**src/rtl/core/rbu_pkg.sv**
```systemverilog
// ----------------------------------------------------------------------------
// rbu_pkg
// Shared widths, constants, the arctangent table and the cell data type.
// ----------------------------------------------------------------------------
package rbu_pkg;

	localparam int POS_W     = 24;            // position field width
	localparam int ANG_W     = 16;            // binary angle width
	localparam int STEPS     = 16;            // CORDIC cells in the chain
	localparam int DIFF_W    = POS_W + 1;     // exact position difference
	localparam int DATA_W    = 64;            // CORDIC x/y datapath
	localparam int GUARD     = 60 - POS_W;    // guard bits below the difference
	localparam int Z_W       = 32;            // angle accumulator, fraction of a turn
	localparam int TABLE_LEN = 24;
	localparam int IDX_W     = 5;             // holds any index below TABLE_LEN
	localparam int LATENCY   = STEPS + 3;     // two front stages, cells, one output stage

	localparam logic [Z_W-1:0] QUARTER_TURN = 32'h4000_0000;

	typedef struct packed {
		logic signed [DATA_W-1:0] x;
		logic signed [DATA_W-1:0] y;
		logic [Z_W-1:0]           z;
		logic [ANG_W-1:0]         heading;
		logic                     same;
	} cordic_t;

	// atan(2^-i) as a 32-bit fraction of a turn, rounded
	function automatic logic [Z_W-1:0] atan_turn(input logic [IDX_W-1:0] idx);
		logic [Z_W-1:0] val;
		case (idx)
			5'd0:    val = 32'h2000_0000;
			5'd1:    val = 32'h12E4_051E;
			5'd2:    val = 32'h09FB_385B;
			5'd3:    val = 32'h0511_11D4;
			5'd4:    val = 32'h028B_0D43;
			5'd5:    val = 32'h0145_D7E1;
			5'd6:    val = 32'h00A2_F61E;
			5'd7:    val = 32'h0051_7C55;
			5'd8:    val = 32'h0028_BE53;
			5'd9:    val = 32'h0014_5F2F;
			5'd10:   val = 32'h000A_2F98;
			5'd11:   val = 32'h0005_17CC;
			5'd12:   val = 32'h0002_8BE6;
			5'd13:   val = 32'h0001_45F3;
			5'd14:   val = 32'h0000_A2FA;
			5'd15:   val = 32'h0000_517D;
			5'd16:   val = 32'h0000_28BE;
			5'd17:   val = 32'h0000_145F;
			5'd18:   val = 32'h0000_0A30;
			5'd19:   val = 32'h0000_0518;
			5'd20:   val = 32'h0000_028C;
			5'd21:   val = 32'h0000_0146;
			5'd22:   val = 32'h0000_00A3;
			5'd23:   val = 32'h0000_0051;
			default: val = '0;
		endcase
		return val;
	endfunction

endpackage

```
**src/rtl/core/rbu_back.sv**
```systemverilog
// ----------------------------------------------------------------------------
// rbu_back
// Round the accumulated direction, subtract the heading, hold the result beat.
// ----------------------------------------------------------------------------
module rbu_back (
	input  logic                              clk,
	input  logic                              arst_n,
	input  logic                              en,
	input  logic                              in_valid,
	input  rbu_pkg::cordic_t                  in_data,
	output logic                              out_valid,
	output logic signed [rbu_pkg::ANG_W-1:0]  bearing,
	output logic                              coincident
);

	localparam logic [rbu_pkg::Z_W-1:0] HALF_CODE = rbu_pkg::Z_W'(1) << (31 - rbu_pkg::ANG_W);

	logic [rbu_pkg::Z_W-1:0]   zr;
	logic [rbu_pkg::ANG_W-1:0] angle;
	logic [rbu_pkg::ANG_W-1:0] bearing_q;
	logic                      coincident_q, valid_q;

	always_comb begin
		zr    = in_data.z + HALF_CODE;
		angle = in_data.same ? '0 : zr[rbu_pkg::Z_W-1 -: rbu_pkg::ANG_W];
	end

	always_ff @(posedge clk or negedge arst_n) begin
		if (!arst_n) begin
			valid_q <= 1'b0;
		end else if (en) begin
			valid_q <= in_valid;
		end
	end

	always_ff @(posedge clk) begin
		if (en && in_valid) begin
			bearing_q    <= angle - in_data.heading;
			coincident_q <= in_data.same;
		end
	end

	assign out_valid  = valid_q;
	assign bearing    = $signed(bearing_q);
	assign coincident = coincident_q;

endmodule

```
**config.mk**
```make
export PLATFORM = sky130hd
export DESIGN_NAME = rbu_back
export DESIGN_NICKNAME = d
export VERILOG_FILES = /design/src/rtl/core/rbu_pkg.sv /design/src/rtl/core/rbu_back.sv
export SDC_FILE = /design/constraint.sdc
export NUM_CORES = 1
export LEC_CHECK = 0
export BUFFER_PORTS_ARGS = -buffer_cell sky130_fd_sc_hd__buf_4
export CORE_UTILIZATION = 25
export DETAILED_ROUTE_END_ITERATION = 10
export PLACE_DENSITY_LB_ADDON = 0.08
export SYNTH_ARGS = -nofsm -noshare
export SYNTH_HDL_FRONTEND = slang
export SYNTH_SLANG_ARGS = --single-unit
```
**constraint.sdc**
```tcl
create_clock -name clk -period 0.9 [get_ports clk]
set_input_delay 0.18 -clock clk [delete_from_list [all_inputs] [get_ports clk]]
set_output_delay 0.18 -clock clk [all_outputs]
set_load 0.005 [all_outputs]
```
==> metrics.cfg <==
[critical_path]
path_class = in -> reg
critPathMaxFanout = 4
cp.arrival_ps = 2200
crit_required_ps = 910
setup.worst_path.start_class = primary input
crit_path_end_kind = register

[clock_network]
clkTransAtPathRegs_ps = 70
cts_sinks = 18
cts_buffer_depth = 2
clock-root-buffer = clkbuf_8
cts_buffers = 3
tritoncts = built
insertion_delay_ps = 250
htreeDepth = 1

[cells_and_area]
antenna_cells_inserted = 0
synthToLayoutAreaGrowth_pct = 81.3
utilization = 0.470
drive_gt1_frac = 0.551
final_cells = 421
fill_cells = 702
fin_nets = 525

[timing]
fmax_mhz = 458
slew_headroom = 0.725
hold_viol_final = 0
worstMarginPinSlew_ps = 412
skew_ps = 0
setup_tns_ps = -16500
drv_slew = 0
post-route-period-util = 2.42
rsz0062_at_grt = true
final-setup-viol-count = 33
fin_crit_ps = 2180
worst_slack_ps = -1280

[global_routing]
grt_max_degree = 18
grt_antenna_before_repair = 0
grt-ovfl-total = 0
grt_usage = 0.143
grt_pass1_wl_um = 8210
grt_pass1_vias = 1697

[synthesis]
yosys_warnings = 0
synthCells = 198
synth_area_um2 = 1770
synth_top_area_cell = edfxtp_1
yosysUniqueCellTypes = 46
synth_top_cell_area_share = 0.289
synth-async-reset-ratio = 0.0556
synth_edf_count = 17
synth_nets = 397
seq_area_frac_synth = 0.303
ys.flop_type = edfxtp_1
yosys-top-cells-area = edfxtp_1 29%, ha_1 12%, xor2_1 7.9%, xnor2_1 4.5%, inv_1 4.2%
ys_seq_elements = 18
syn_avg_cell_area_um2 = 8.94

[pwr]
max-vdd-ir-drop_mv = 0.312
p_total_mw = 3.27
power_leakage_nw = 1.49
p_per_area_nw_per_um2 = 1020

[die]
io_pins = 199
initial_utilization = 0.259
rows = 30
design.core.area_um2 = 6830
fp.dieH_um = 86.1
die_x_um = 86.1
die-area_um2 = 7420

[route]
ant_nets = 0
drtIter0Drc = 56
dr.pass1.iters = 4
wl_um = 5070
routedWlPerCell_um = 12.0
vias_per_cell = 4.32
vias = 1819
drc = 0

[job]
drv_cap = 0

[place]
port_buffers = 55
dp_hpwl_um = 4210
gp_congestion = 0.827
place_inst = 402

[run_status]
violations = negative setup slack
status = finished with violations

[worst_hold_path]
hp-class = in -> reg

cell usage in the layout, fill, tap and decap left out, types with 3 or more instances in the layout:
cell type  count
buf_4        107
inv_1         19
nor2_1        18
edfxtp_1      17
xor2_1        16
buf_6         16
ha_1          13
nand2_1       12
nand4_1        8
a21o_1         7
xnor2_1        5
o21ai_0        5
a21oi_2        5
nand3_1        4
xnor2_2        4
nand2b_1       3
and4_4         3
o21ai_4        3
a21oi_1        3
o21ai_2        3
clkbuf_8       3
registers in the layout, summed over array words and instances (netlist names):
name	cells
coincident	1
bearing	16
out_valid	1
cells by family (layout without fill, tap and decap cells):
logic type                 Yosys count  count (layout)  share of synthesized area
muxes                                1               1                    0.00636
AOI/OAI and AO/OA                   39              39                      0.163
adders and majority gates           18              18                      0.132
and+or+nand+nor                     72              72                      0.219
buffers and inverters               25             152                     0.0537
DFF                                 18              18                      0.303
xor gates and xnor gates            25              25                      0.124
report_power, final:
part / switching [mW] / internal (mW)
logic: 0.679 / 0.927
clock network: 0.286 / 0.304
registers: 0.0286 / 1.04
cells in the mapped netlist, drive strengths merged (2+ instances only):
cell / n
nand4: 9
o21ai: 11
and4: 3
ha: 17
a31oi: 4
a21o: 7
nor3: 2
nor3b: 2
edfxtp: 17
and3: 2
clkbuf: 3
a21oi: 8
inv: 21
xor2: 16
nor2b: 3
xnor2: 9
nand2: 13
nand3: 6
nor2: 21
nand2b: 5
per-stage QoR:
stage / hold slack (ps) / area [µm²] / setup WS [ps]
CTS: 130 / 3030 / -1250
floorplan: -116 / 1850 / -1400
detailed placement: -43.5 / 2780 / -1610
finish: 137 / 3210 / -1280
global route: 133 / 3210 / -1390
global placement: -43.3 / 2780 / -1620
routing by layer:
| metal | wire length, µm | track usage |
|---|---|---|
| met5 | 0 | 0 |
| met4 | 58 | 0.0500 |
| met3 | 332 | 0.0346 |
| met2 | 2040 | 0.199 |
| met1 | 2640 | 0.211 |
area by class of cell:
class                           count  area [µm²]  share of cell area
Inverter                           21        78.8              0.0246
Multi-Input combinational cell    155        1390               0.432
Sequential cell                    18         536               0.167
Clock inverter                      1        3.75             0.00117
Clock buffer                        3        41.3              0.0129
Timing Repair Buffer              127        1040               0.325
Tap cell                           96         120              0.0374
critical path, cell delays in order:
cell     delay [ps]
buf_8           100
ha_4            160
and3_4          180
xnor2_2         120
nor2_1          120
ha_1            290
a21o_1          190
a21oi_2         160
o21ai_4         110
a31oi_4         240
buf_12          140
o21ai_4          50
xor2_1          160
final timing paths:
kind | startpoint | endpoint | slack, ps | cells past startpoint
max in group asynchronous | arst_n | out_valid | 590 | 2
hold / removal | in_data[0] | coincident | 140 | 1
hold reg to reg | out_valid | out_valid | 570 | 1
min in group asynchronous | arst_n | out_valid | 230 | 2
setup reg to reg | out_valid | out_valid | 120 | 1
setup / recovery | in_data[33] | bearing[11] | -1280 | 13
what timing repair did:
item,4_1_cts,5_1_grt
gates resized for setup,35,23
endpoints found under the setup margin,34,33
endpoints found under the hold margin,1,0
pin swaps,27,26
hold buffers,1,0
setup buffers,6,9
Note: power is estimated with default switching activity, not from simulation.
