==> config.mk <==
export PLATFORM = sky130hd
export DESIGN_NAME = rbu_front
export DESIGN_NICKNAME = d
export VERILOG_FILES = /design/src/rtl/core/rbu_pkg.sv /design/src/rtl/core/rbu_front.sv
export SDC_FILE = /design/constraint.sdc
export NUM_CORES = 1
export LEC_CHECK = 0
export BUFFER_PORTS_ARGS = -buffer_cell sky130_fd_sc_hd__buf_2
export CAP_MARGIN = 20
export CORE_MARGIN = 1
export CORE_UTILIZATION = 53
export CTS_BUF_LIST = sky130_fd_sc_hd__clkbuf_16
export CTS_CLUSTER_DIAMETER = 80
export DETAILED_ROUTE_END_ITERATION = 16
export PLACE_DENSITY = 0.82
export SYNTH_ARGS = -nofsm -noshare
export SYNTH_HDL_FRONTEND = slang
export SYNTH_SLANG_ARGS = --single-unit
==> constraint.sdc <==
create_clock -name clk -period 2.8 [get_ports clk]
set_input_delay 0.28 -clock clk [delete_from_list [all_inputs] [get_ports clk]]
set_output_delay 0.28 -clock clk [all_outputs]
set_load 0.05 [all_outputs]
==> src/rtl/core/rbu_pkg.sv <==
// ----------------------------------------------------------------------------
// rbu_pkg
// Shared widths, constants, the arctangent table and the cell data type.
// ----------------------------------------------------------------------------
package rbu_pkg;

	localparam int POS_W     = 24;            // position field width
	localparam int ANG_W     = 16;            // binary angle width
	localparam int STEPS     = 16;            // CORDIC cells in the chain
	localparam int DIFF_W    = POS_W + 1;     // exact position difference
	localparam int DATA_W    = 64;            // CORDIC x/y datapath
	localparam int GUARD     = 60 - POS_W;    // guard bits below the difference
	localparam int Z_W       = 32;            // angle accumulator, fraction of a turn
	localparam int TABLE_LEN = 24;
	localparam int IDX_W     = 5;             // holds any index below TABLE_LEN
	localparam int LATENCY   = STEPS + 3;     // two front stages, cells, one output stage

	localparam logic [Z_W-1:0] QUARTER_TURN = 32'h4000_0000;

	typedef struct packed {
		logic signed [DATA_W-1:0] x;
		logic signed [DATA_W-1:0] y;
		logic [Z_W-1:0]           z;
		logic [ANG_W-1:0]         heading;
		logic                     same;
	} cordic_t;

	// atan(2^-i) as a 32-bit fraction of a turn, rounded
	function automatic logic [Z_W-1:0] atan_turn(input logic [IDX_W-1:0] idx);
		logic [Z_W-1:0] val;
		case (idx)
			5'd0:    val = 32'h2000_0000;
			5'd1:    val = 32'h12E4_051E;
			5'd2:    val = 32'h09FB_385B;
			5'd3:    val = 32'h0511_11D4;
			5'd4:    val = 32'h028B_0D43;
			5'd5:    val = 32'h0145_D7E1;
			5'd6:    val = 32'h00A2_F61E;
			5'd7:    val = 32'h0051_7C55;
			5'd8:    val = 32'h0028_BE53;
			5'd9:    val = 32'h0014_5F2F;
			5'd10:   val = 32'h000A_2F98;
			5'd11:   val = 32'h0005_17CC;
			5'd12:   val = 32'h0002_8BE6;
			5'd13:   val = 32'h0001_45F3;
			5'd14:   val = 32'h0000_A2FA;
			5'd15:   val = 32'h0000_517D;
			5'd16:   val = 32'h0000_28BE;
			5'd17:   val = 32'h0000_145F;
			5'd18:   val = 32'h0000_0A30;
			5'd19:   val = 32'h0000_0518;
			5'd20:   val = 32'h0000_028C;
			5'd21:   val = 32'h0000_0146;
			5'd22:   val = 32'h0000_00A3;
			5'd23:   val = 32'h0000_0051;
			default: val = '0;
		endcase
		return val;
	endfunction

endpackage

==> src/rtl/core/rbu_front.sv <==
// ----------------------------------------------------------------------------
// rbu_front
// Position differences, coincidence test and half-plane pre-rotation.
// ----------------------------------------------------------------------------
module rbu_front (
	input  logic                                clk,
	input  logic                                arst_n,
	input  logic                                en,
	input  logic                                in_valid,
	input  logic signed [rbu_pkg::POS_W-1:0]    focal_x,
	input  logic signed [rbu_pkg::POS_W-1:0]    focal_y,
	input  logic signed [rbu_pkg::ANG_W-1:0]    focal_heading,
	input  logic signed [rbu_pkg::POS_W-1:0]    neighbor_x,
	input  logic signed [rbu_pkg::POS_W-1:0]    neighbor_y,
	output logic                                out_valid,
	output rbu_pkg::cordic_t                    out_data
);

	logic signed [rbu_pkg::DIFF_W-1:0] dx_s1, dy_s1;
	logic [rbu_pkg::ANG_W-1:0]         heading_s1;
	logic                              same_s1;
	logic                              valid_s1, valid_s2;
	rbu_pkg::cordic_t                  data_s2, rot;
	logic signed [rbu_pkg::DATA_W-1:0] sx, sy;

	always_ff @(posedge clk or negedge arst_n) begin
		if (!arst_n) begin
			valid_s1 <= 1'b0;
			valid_s2 <= 1'b0;
		end else if (en) begin
			valid_s1 <= in_valid;
			valid_s2 <= valid_s1;
		end
	end

	// stage 1: exact differences
	always_ff @(posedge clk) begin
		if (en && in_valid) begin
			dx_s1      <= rbu_pkg::DIFF_W'(neighbor_x) - rbu_pkg::DIFF_W'(focal_x);
			dy_s1      <= rbu_pkg::DIFF_W'(neighbor_y) - rbu_pkg::DIFF_W'(focal_y);
			heading_s1 <= focal_heading;
			same_s1    <= (neighbor_x == focal_x) && (neighbor_y == focal_y);
		end
	end

	// stage 2: scale up by the guard bits, fold the left half plane
	always_comb begin
		sx = {{(rbu_pkg::DATA_W - rbu_pkg::DIFF_W){dx_s1[rbu_pkg::DIFF_W-1]}}, dx_s1}
			<<< rbu_pkg::GUARD;
		sy = {{(rbu_pkg::DATA_W - rbu_pkg::DIFF_W){dy_s1[rbu_pkg::DIFF_W-1]}}, dy_s1}
			<<< rbu_pkg::GUARD;
		rot.heading = heading_s1;
		rot.same    = same_s1;
		if (!dx_s1[rbu_pkg::DIFF_W-1]) begin
			rot.x = sx;
			rot.y = sy;
			rot.z = '0;
		end else if (!dy_s1[rbu_pkg::DIFF_W-1]) begin
			rot.x = sy;
			rot.y = -sx;
			rot.z = rbu_pkg::QUARTER_TURN;
		end else begin
			rot.x = -sy;
			rot.y = sx;
			rot.z = -rbu_pkg::QUARTER_TURN;
		end
	end

	always_ff @(posedge clk) begin
		if (en && valid_s1) begin
			data_s2 <= rot;
		end
	end

	assign out_valid = valid_s2;
	assign out_data  = data_s2;

endmodule

==> metrics.md, run 1 <==
| Metric | Value |
|---|---|
| Top-Level Pins | `between 200 and 300` |
| #FFs+latches synth | `approximately 140` |
| Final net count | `about 1,300` |
| Cell taking the most area after synthesis | `edfxtp_1` |
| Site row count | `between 40 and 50` |
| Unique masters post-synth | `a little under 70` |
| CTS Buf Count | `17` |
| Delay of the slowest critical-path stage | `just over 0.6 ns` |
| Asr flop ratio synth | `roughly 1.4%` |
| Largest net degree at the start of global routing | `76` |
| Final worst slack | `0.4779 ns` |
| Worst EP required | `~2.9 ns` |
| Max cap viols | `0` |
| Fillcell total | `about 1,500` |
| TritonRoute pass-1 iters | `6` |
| Mean Syn Cell Area | `approximately 10 µm²` |
| Clock skew | `0.01156 ns` |
| Element type at the critical path end | `flip-flop` |
| Synth warnings | `0` |
| Vias in the first global route | `between 6,000 and 7,000` |
| Via count | `7,330` |
| Worst-path clk slew | `~0.060 ns` |
| Post-route setup TNS | `0 ns` |
| Max-slew violations | `0` |
| Root buf cell | `clkbuf_16` |
| Detailed Route WL | `between 20 and 25 mm` |
| CP Launch Type | `flip-flop` |
| Number of enable flip-flop cells after synthesis | `about 140` |
| CP max FO | `4` |
| Cells after Synth | `approximately 960` |
| Kind of critical path | `flip-flop to flip-flop` |
| Layout cells sized above 1 | `a little over a fifth` |
| CP startpoint | `dy_s1[18]` |
| N_diodes | `0` |
| Relative max-transition margin | `a little over two fifths` |
| Main area contributors after synthesis | `edfxtp_1 45%, buf_4 8.0%, ha_1 6.6%` |
| Via density | `roughly 5.3` |
| Lkg Pwr | `4.811 nW` |
| Crit Reg-Reg Startpoint | `dy_s1[18]` |
| Die footprint | `18,500 µm²` |
| PwrDens | `632.7 nW/µm²` |
| Status | `finished clean` |
| CTS H-Tree Depth | `4` |
| Most numerous cell in the Yosys netlist | `edfxtp_1` |
| Final number of setup-violating endpoints | `0` |
| Core Box Area | `17,420 µm²` |
| Final min period | `about 2.3 ns` |
| Area Overhead vs Synth | `15.51%` |
| Cells on worst reg2reg path | `5` |
| Crit-path leading delay family | `simple AND/OR/NAND/NOR gates` |
| Number of routed nets with antenna violations | `0` |
| Slowest-stage cell, CP | `or4_4` |
| Crit. path cell count | `5` |
| Fin crit share | `between 80% and 90%` |
| Die H | `136 µm` |
| Max VDD drop | `0.4209 mV` |
| Register area share after synthesis | `around 45%` |
| HP Class | `primary input to flip-flop` |
| Top cells by count, synth | `142 x edfxtp_1, 106 x a21oi_1, 102 x buf_4, 91 x nor2_1, 75 x inv_1` |
| Final hold viol count | `0` |
| Die width | `between 100 and 150 µm` |
| Reg2reg end | `out_data[172]` |
| Worst-Margin Slew | `between 0.8 and 0.9 ns` |
| Worst path bufs/invs | `0` |
| Initial Util | `a little over half` |
| Worst skew pair latency | `just over 0.4 ns` |
| Total gr overflow | `0` |
| DP Worst Slack | `around 0.12 ns` |
| DRC | `0` |
| Port buffer count | `about 190` |
| Synth Flop Type | `edfxtp_1` |
| Critical path cell sequence | `or4_4 -> or4_1 -> o21ai_1 -> xor2_1 -> a21oi_1` |
| Synth top area share | `between 40% and 50%` |
| Worst EP arrival | `about 2.4 ns` |
| Synthesized cell area | `~9500 µm²` |
| Worst Setup EP | `out_data[172]` |
| Antenna violations before repair | `0` |
| Initial DRC count | `600` |
| CTS sink count | `144` |
| Max Fclk | `roughly 0.43 GHz` |
| RSZ-0062 raised after global routing | `false` |
| CTS tree | `built` |
| CTS Buffer Depth | `2` |
| Wirelength per Cell | `between 10 and 15 µm` |
| GRT Util Overall | `a little over a fifth` |
| Post-detail-place hpwl | `~16 mm` |
| Reg2Reg Setup Slack | `0.48 ns` |
| First-pass GRT wire length | `slightly above 30 mm` |
| Final GP Congestion | `about 0.9` |
==> cell usage in the layout, fill, tap and decap left out, types with 4 or more instances in the layout <==
master     instances
mux2i_1            5
xnor2_1           49
a21oi_1          106
nand3_1            9
inv_1             75
nand2b_1          10
buf_2            191
a211oi_1           8
or3_1              6
nand4_1            9
o21ai_1            4
edfxtp_1         142
conb_1           105
inv_6              5
and3_1             7
nor2b_1            7
ha_1              50
nor4_1             9
o211ai_1           7
o21ai_0           27
o31ai_1           10
a31oi_1            7
nor3_1            14
clkbuf_16         17
or4_1              4
a21o_1            12
xor2_1            32
nor2_1            91
buf_4             10
nand2_1           53
==> area by class of cell <==
| class | count | area (µm²) | share of cell area, % |
|---|---|---|---|
| multi-input combinational | 708 | 4434 | 40.34 |
| timing repair buffer | 204 | 1081 | 9.834 |
| sequential | 144 | 4314 | 39.24 |
| inverter | 75 | 281.5 | 2.561 |
| clock inverter | 15 | 175.2 | 1.593 |
| tap | 225 | 281.5 | 2.561 |
| clock buffer | 17 | 425.4 | 3.870 |
==> timing repair <==
action | CTS | global route
hold endpoints to repair | 2 | 0
hold buffers | 1 | 0
resized for setup | 0 | 0
setup buffers | 0 | 0
==> state kept, by name, indices dropped and copies added (netlist names) <==
register / cells
same_s1: 1
dx_s1: 25
dy_s1: 25
heading_s1: 16
valid_s1: 1
out_data: 75
out_valid: 1
==> power by group <==
| part | switching [W] | total [W] | internal, W |
|---|---|---|---|
| Combinational | 0.00131 | 0.00187 | 0.000563 |
| Clock | 0.000931 | 0.00228 | 0.00134 |
| Sequential | 0.000151 | 0.00281 | 0.00265 |
==> how the worst min path moves through the flow <==
stage                                 from  slack [ns]             to  cells past startpoint
after floorplan                     arst_n       -0.02      out_valid                      0
after global placement              arst_n        0.06      out_valid                      1
after detailed placement            arst_n        0.07       valid_s1                      1
after CTS                 focal_heading[0]        0.02  heading_s1[0]                      1
after global routing      focal_heading[0]        0.02  heading_s1[0]                      1
final                     focal_heading[0]        0.04  heading_s1[0]                      1
==> cells by family after synthesis <==
family	count (synthesis)	share of synthesized area (%)
XOR/XNOR	81	7.455
other	1	0.03940
adder cells (fa/ha/maj)	52	6.994
AND/OR/NAND/NOR	243	12.82
multiplexers	7	0.7626
buffers and inverters	207	12.20
flip-flops	144	45.33
AO/OA/AOI/OAI	220	14.40
==> layer usage <==
metal	routed length (µm)	part of all wire, %	track usage, %	up-vias
met4	585	2.9	10.25	0
li1	-	-	-	3597
met5	0	0	0	-
met2	9327	46	34.43	388
met3	1525	7.5	3.020	49
met1	8974	44	29.15	3296
==> through the flow <==
step           cell area, µm²  std cells  power (W)  utilization [%]  hold WS (ns)
2_1_floorplan            9907       1059   0.004380                -      -0.01559
3_3_place_gp            10380       1355   0.004655            59.61       0.06441
3_5_place_dp            10380       1355   0.004690            59.61       0.06619
4_1_cts                 10990       1388   0.006971            63.12       0.02396
5_1_grt                 10990       1388   0.007236            63.12       0.01582
6_report                10990       1388   0.006956            63.12       0.03947
No activity file was read; power rests on OpenSTA's default activity.
==> run 2: changes to the inputs <==
CORE_UTILIZATION = 48   (was 53)
PLACE_DENSITY = 0.79   (was 0.82)
clock period = 1.9 ns   (was 2.8 ns; I/O delays follow)
==> run 2 against run 1 <==
The flow now finishes with violations (setup timing). Largest power group unchanged. Via count increased by 9.1%. Routed wire length increased by 12%. Hold slack improved by 0.038 ns. Critical path depth increased by 1. Critical path type unchanged. Non-clock buffer count increased by 193. Worst setup slack got worse by 0.75 ns. Global-route usage increased by 0.39 points. Fmax increased by 6.7%. Final area increased by 18%.
==> metrics.md, run 2 (synthesized netlist as in run 1, its figures left out) <==
| Metric | Value |
|---|---|
| Kind of critical path | `flip-flop to flip-flop` |
| Initial DRC count | `492 (-18%)` |
| Final min period | `2.177 ns (-0.1451 ns)` |
| Worst skew pair latency | `0.42 ns (about the same)` |
| Final number of setup-violating endpoints | `27 (+27)` |
| CP Launch Type | `flip-flop` |
| Area Overhead vs Synth | `36.43%` |
| Lkg Pwr | `5.887 nW (+22%)` |
| RSZ-0062 raised after global routing | `true` |
| TritonRoute pass-1 iters | `5 (-1)` |
| Total gr overflow | `0 (unchanged)` |
| CTS sink count | `144 (unchanged)` |
| Largest net degree at the start of global routing | `100 (+32%)` |
| N_diodes | `0 (unchanged)` |
| CTS Buf Count | `17 (unchanged)` |
| CTS tree | `built` |
| CP max FO | `4 (unchanged)` |
| Core Box Area | `19,460 µm² (+12%)` |
| Via count | `7,994 (+9.1%)` |
| Reg2reg end | `out_data[168]` |
| DRC | `0 (unchanged)` |
| Logic pwr share | `32.1% (+5.2 points)` |
| Max reg flops | `75 (unchanged)` |
| CTS H-Tree Depth | `4 (unchanged)` |
| Final net count | `1,511 (+15%)` |
| PwrDens | `838.5 nW/µm² (+33%)` |
| Via density | `4.935 (-6.6%)` |
| Top-Level Pins | `294 (unchanged)` |
| Wirelength per Cell | `14.05 µm (-4.5%)` |
| Die footprint | `20,390 µm² (+10%)` |
| Final hold viol count | `0 (unchanged)` |
| Post-detail-place hpwl | `17.35 mm (+10%)` |
| CP startpoint | `dy_s1[8]` |
| Commonest non-fill, non-tap cell in the layout | `buf_2` |
| Int Power | `0.007352 W (+61%)` |
| Max VDD drop | `0.4807 mV (+14%)` |
| Element type at the critical path end | `flip-flop` |
| Layout cells sized above 1 | `35.79% (+14 points)` |
| Switch Pwr | `0.003535 W (+48%)` |
| GRT Util Overall | `22.05% (+0.39 points)` |
| Max-slew violations | `0 (unchanged)` |
| Register Area | `4314 µm² (unchanged)` |
| Design Area, Final | `12,980 µm² (+18%)` |
| Sw frac | `32.47% (-1.9 points)` |
| Initial Util | `48.90% (-5.7 points)` |
| Worst Setup EP | `out_data[168]` |
| Port buffer count | `191 (unchanged)` |
| Fillcell total | `1,509 (+2.7%)` |
| Worst-path clk slew | `0.05 ns (about the same)` |
| Relative max-transition margin | `65.29% (+22 points)` |
| Max Fclk | `0.4594 GHz (+6.7%)` |
| Worst hold slack | `0.07756 ns (+0.03809 ns)` |
| Crit Reg-Reg Startpoint | `dy_s1[8]` |
| Die width | `142.8 µm (+5.0%)` |
| Most frequent cells in the layout | `190 x buf_2, 181 x buf_4, 142 x edfxtp_1, 105 x conb_1, 93 x a21oi_1` |
| Reg2Reg Setup Slack | `-0.28 ns (-0.75 ns)` |
| Final Core Density | `66.71% (+3.6 points)` |
| Clock power frac | `30.7% (-2.0 points)` |
| Detailed Route WL | `22.76 mm (+12%)` |
| Root buf cell | `clkbuf_16` |
| Site row count | `51 (+6.3%)` |
| Max cap viols | `0 (unchanged)` |
| Worst EP arrival | `2.33 ns (-0.10 ns)` |
| Status | `finished with violations` |
| Area taken by multi-input logic gates | `4825 µm² (+8.8%)` |
| Vias in the first global route | `7,319 (+12%)` |
| Number of routed nets with antenna violations | `0 (unchanged)` |
| CTS Buffer Depth | `2 (unchanged)` |
| Fin crit share | `114.6% (+32 points)` |
| Flop pwr share | `37.2% (-3.1 points)` |
| Final worst slack | `-0.2770 ns (-0.7549 ns)` |
| Clock skew | `0.009661 ns (-0.001898 ns)` |
| Cells on worst reg2reg path | `6 (+1)` |
| Worst EP required | `2.06 ns (-0.85 ns)` |
| HP Class | `primary input to flip-flop` |
| Antenna violations before repair | `0 (unchanged)` |
| First-pass GRT wire length | `34.83 mm (+12%)` |
| Die H | `142.8 µm (+5.0%)` |
| Final GP Congestion | `0.9094 (+0.68%)` |
| Cell Area, Placed | `11,790 µm² (+14%)` |
| Worst-Margin Slew | `0.5176 ns (-0.3325 ns)` |
| Violated checks | `setup timing` |
-- run 2: cell count changes in the layout (fill, tap and decap cells not counted), sizes merged --
| cell | previous run | this run |
|---|---|---|
| inv | 83 | 76 |
| clkinvlp | 2 | 1 |
| clkbuf | 17 | 18 |
| buf | 203 | 378 |
| dlygate4sd3 | 1 | 18 |
| bufinv | 2 | 4 |
| clkinv | 3 | 8 |
-- run 2: routing by layer --
metal | vias up | routed length, µm | track usage [%]
li1 | 3978 | - | -
met1 | 3687 | 9921 | 27.72
met2 | 289 | 11060 | 37.10
met3 | 40 | 1259 | 3.823
met4 | 0 | 526 | 9.960
met5 | - | 0 | 0
-- run 2: worst min-delay path by stage --
stage	startpoint	endpoint	cells after the start
global placement	arst_n	out_valid	1
CTS	en	valid_s1	2
floorplan	arst_n	out_valid	0
detailed placement	arst_n	out_valid	1
finish	en	valid_s1	2
global route	en	valid_s1	2
-- run 2: power groups by stage --
stage          sequential (W)  combinational, W  clock [W]
2_1_floorplan         0.00458           0.00191          0
3_3_place_gp          0.00410           0.00324          0
3_5_place_dp          0.00411           0.00329          0
4_1_cts               0.00405           0.00338    0.00341
5_1_grt               0.00408           0.00376    0.00351
6_report              0.00405           0.00349    0.00335
-- run 2: per-stage QoR --
stage	setup TNS, ns	std cells	worst slack (ns)	power [W]
2_1_floorplan	-0.9292	1059	-0.1678	0.006490
3_3_place_gp	-9.553	1554	-0.3575	0.007333
3_5_place_dp	-11.18	1554	-0.3736	0.007403
4_1_cts	-2.644	1614	-0.2214	0.01084
5_1_grt	-7.020	1620	-0.3731	0.01135
6_report	-4.108	1620	-0.2770	0.01089
-- run 2: worst max-delay path, stage by stage (launching register included) --
cell and delay (ns):
edfxtp_1 0.38, or3_4 0.42, nor4_4 0.23, nand3_2 0.23
o41ai_2 0.35, xor2_1 0.23, a21oi_2 0.07
-- run 2: layout make-up --
cell class                 instances  area share, %
clock buffer                      17          3.276
multi-input combinational        708          37.16
clock inverter                    14          1.340
tap                              265          2.554
inverter                          75          2.265
timing repair buffer             397          20.18
sequential                       144          33.23
-- run 2: what timing repair did --
item	4_1_cts	5_1_grt
endpoints found under the hold margin	19	0
setup buffers	11	7
endpoints found under the setup margin	25	39
gates resized for setup	22	39
hold buffers	18	0
pin swaps	19	32
==> run 3: changes to the inputs <==
==> constraint.sdc (replaced) <==
create_clock -name clk -period 1.9 [get_ports clk]
set_input_delay 0.095 -clock clk [delete_from_list [all_inputs] [get_ports clk]]
set_output_delay 0.095 -clock clk [all_outputs]
set_load 0.05 [all_outputs]
==> run 3 against run 2 <==
The flow still finishes with violations (setup timing). First-iteration DRC count up 9.6%. Sequential share of layout area about the same. Global-route usage down 0.85 points. Register-to-register slack worse by 0.04 ns. Highest routed layer unchanged.
==> metrics.md, run 3 (synthesized netlist as in run 1, its figures left out) <==
| Metric | Value |
|---|---|
| Status | `finished with violations` |
| Violated checks | `setup timing` |
| Max VDD drop | `0.6250 mV (+30%)` |
| CP max FO | `5 (+1)` |
| TritonRoute pass-1 iters | `5 (unchanged)` |
| Worst EP required | `2.04 ns (-0.02 ns)` |
| Final min period | `2.214 ns (+0.03652 ns)` |
| Number of routed nets with antenna violations | `0 (unchanged)` |
| Core Box Area | `19,460 µm² (unchanged)` |
| CTS H-Tree Depth | `4 (unchanged)` |
| Worst hold slack | `0.1144 ns (+0.03683 ns)` |
| Commonest non-fill, non-tap cell in the layout | `buf_2` |
| Slowest-stage cell, CP | `edfxtp_1` |
| Antenna violations before repair | `0 (unchanged)` |
| Die width | `142.8 µm (unchanged)` |
| RSZ-0062 raised after global routing | `true` |
| Delay of the slowest critical-path stage | `0.44 ns (+0.02 ns)` |
| Relative max-transition margin | `62.31% (-3.0 points)` |
| Final hold viol count | `0 (unchanged)` |
| First-pass GRT wire length | `33.86 mm (-2.8%)` |
| Final GP Congestion | `0.8937 (-1.7%)` |
| Flop pwr share | `38.5% (+1.3 points)` |
| Int Power | `0.006970 W (-5.2%)` |
| Final number of setup-violating endpoints | `27 (unchanged)` |
| Port buffer count | `191 (unchanged)` |
| Clock power frac | `28.6% (-2.1 points)` |
| Most frequent cells in the layout | `191 x buf_2, 169 x buf_4, 142 x edfxtp_1, 105 x conb_1, 94 x a21oi_1` |
| Max-slew violations | `0 (unchanged)` |
| Via density | `4.894 (-0.83%)` |
| Detailed Route WL | `22.40 mm (-1.6%)` |
| CTS sink count | `144 (unchanged)` |
| Max reg flops | `75 (unchanged)` |
| Total gr overflow | `0 (unchanged)` |
| Cell Area, Placed | `11,660 µm² (-1.0%)` |
| Post-route setup TNS | `-4.192 ns (-0.08431 ns)` |
| N_diodes | `0 (unchanged)` |
| CTS Buf Count | `17 (unchanged)` |
| Layout cells sized above 1 | `35.13% (-0.66 points)` |
| Wirelength per Cell | `13.83 µm (-1.6%)` |
| HP Class | `primary input to flip-flop` |
| Site row count | `51 (unchanged)` |
| CTS tree | `built` |
| Kind of critical path | `flip-flop to flip-flop` |
| Max cap viols | `0 (unchanged)` |
| CTS Buffer Depth | `2 (unchanged)` |
| Sw frac | `33.91% (+1.4 points)` |
| Final net count | `1,510 (-0.066%)` |
| Clock skew | `0.007321 ns (-0.002340 ns)` |
| Initial Util | `48.90% (unchanged)` |
| Largest net degree at the start of global routing | `68 (-32%)` |
| Worst EP arrival | `2.36 ns (+0.03 ns)` |
| DP Worst Slack | `-0.3530 ns (+0.02056 ns)` |
| Total chip power | `0.01054 W (-3.1%)` |
| Root buf cell | `clkbuf_16` |
| Top-Level Pins | `294 (unchanged)` |
| Worst-Margin Slew | `0.5594 ns (+0.04184 ns)` |
| Lkg Pwr | `5.819 nW (-1.2%)` |
| DRC | `0 (unchanged)` |
| Final worst slack | `-0.3135 ns (-0.03652 ns)` |
| Fin crit share | `116.5% (+1.9 points)` |
| Via count | `7,928 (-0.83%)` |
| Design Area, Final | `12,970 µm² (about the same)` |
| PwrDens | `812.9 nW/µm² (-3.0%)` |
| Post-detail-place hpwl | `16.90 mm (-2.6%)` |
| Worst-path clk slew | `0.06 ns (about the same)` |
| Element type at the critical path end | `flip-flop` |
| Area Overhead vs Synth | `36.30% (about the same)` |
| GRT Util Overall | `21.20% (-0.85 points)` |
| Die footprint | `20,390 µm² (unchanged)` |
| Switch Pwr | `0.003575 W (+1.1%)` |
| Initial DRC count | `539 (+9.6%)` |
| Worst skew pair latency | `0.41 ns (about the same)` |
| Max Fclk | `0.4518 GHz (-1.6%)` |
| CP Launch Type | `flip-flop` |
| Vias in the first global route | `7,093 (-3.1%)` |
| Logic pwr share | `32.9% (+0.8 points)` |
| Top cell by count, worst path | `a21oi_1` |
| Die H | `142.8 µm (unchanged)` |
| Critical path cell sequence | `inv_1 -> ha_2 -> nor3b_4 -> nand4b_1 -> nor3_2 -> buf_4 -> a21oi_1 -> xnor2_1 -> a21oi_1` |
## run 3: worst paths after layout
check                               from       endpoint  slack (ns)  cells after the start
max                             dx_s1[1]  out_data[103]       -0.31                      9
max in group asynchronous         arst_n      out_valid        1.21                      3
min in group asynchronous         arst_n       valid_s1        0.56                      3
min reg2reg                heading_s1[2]    out_data[3]        0.42                      0
min                           focal_y[0]       dy_s1[0]        0.11                      3
max reg2reg                     dx_s1[1]  out_data[103]       -0.31                      9
## run 3: stage by stage
| stage | cells | utilization, % |
|---|---|---|
| after floorplan | 1059 | - |
| after global placement | 1544 | 59.93 |
| after global routing | 1620 | 66.65 |
| after detailed placement | 1544 | 59.93 |
| after CTS | 1608 | 64.95 |
| final | 1620 | 66.65 |
## run 3: critical path, delay by kind of cell (launching register included)
| family | cells | cell delay (ns) |
|---|---|---|
| AOI/OAI and AO/OA | 2 | 0.21 |
| xor gates and xnor gates | 1 | 0.19 |
| adders and majority gates | 1 | 0.19 |
| buffers and inverters | 2 | 0.29 |
| DFF | 1 | 0.44 |
| and+or+nand+nor | 3 | 0.65 |
## run 3: repair_timing
action / CTS / global route
endpoints found under the setup margin: 25 / 40
hold buffers: 21 / 0
resized for setup: 26 / 47
setup buffers: 11 / 12
hold endpoints to repair: 20 / 0
pin swaps: 27 / 45
## run 3: power groups by stage
| stage | clock (W) | sequential [W] | combinational [W] |
|---|---|---|---|
| final | 0.00302 | 0.00405 | 0.00347 |
| after global routing | 0.00321 | 0.00408 | 0.00374 |
| after CTS | 0.00309 | 0.00406 | 0.00334 |
| after detailed placement | 0 | 0.00412 | 0.00324 |
| after global placement | 0 | 0.00410 | 0.00320 |
| after floorplan | 0 | 0.00458 | 0.00189 |
## run 3: final cells by class
type	count	area [µm²]
Clock buffer	17	425.4
Timing Repair Buffer	396	2656
Clock inverter	15	120.1
Fill cell	1500	6491
Multi-Input combinational cell	708	4842
Tap cell	265	331.6
Inverter	75	281.5
Sequential cell	144	4314
## run 3: metal layers
metal | part of all wire, % | global-route usage, %
met5 | 0 | 0
met1 | 45 | 28.70
met4 | 1.6 | 7.810
met2 | 48 | 35.06
met3 | 5.6 | 2.347
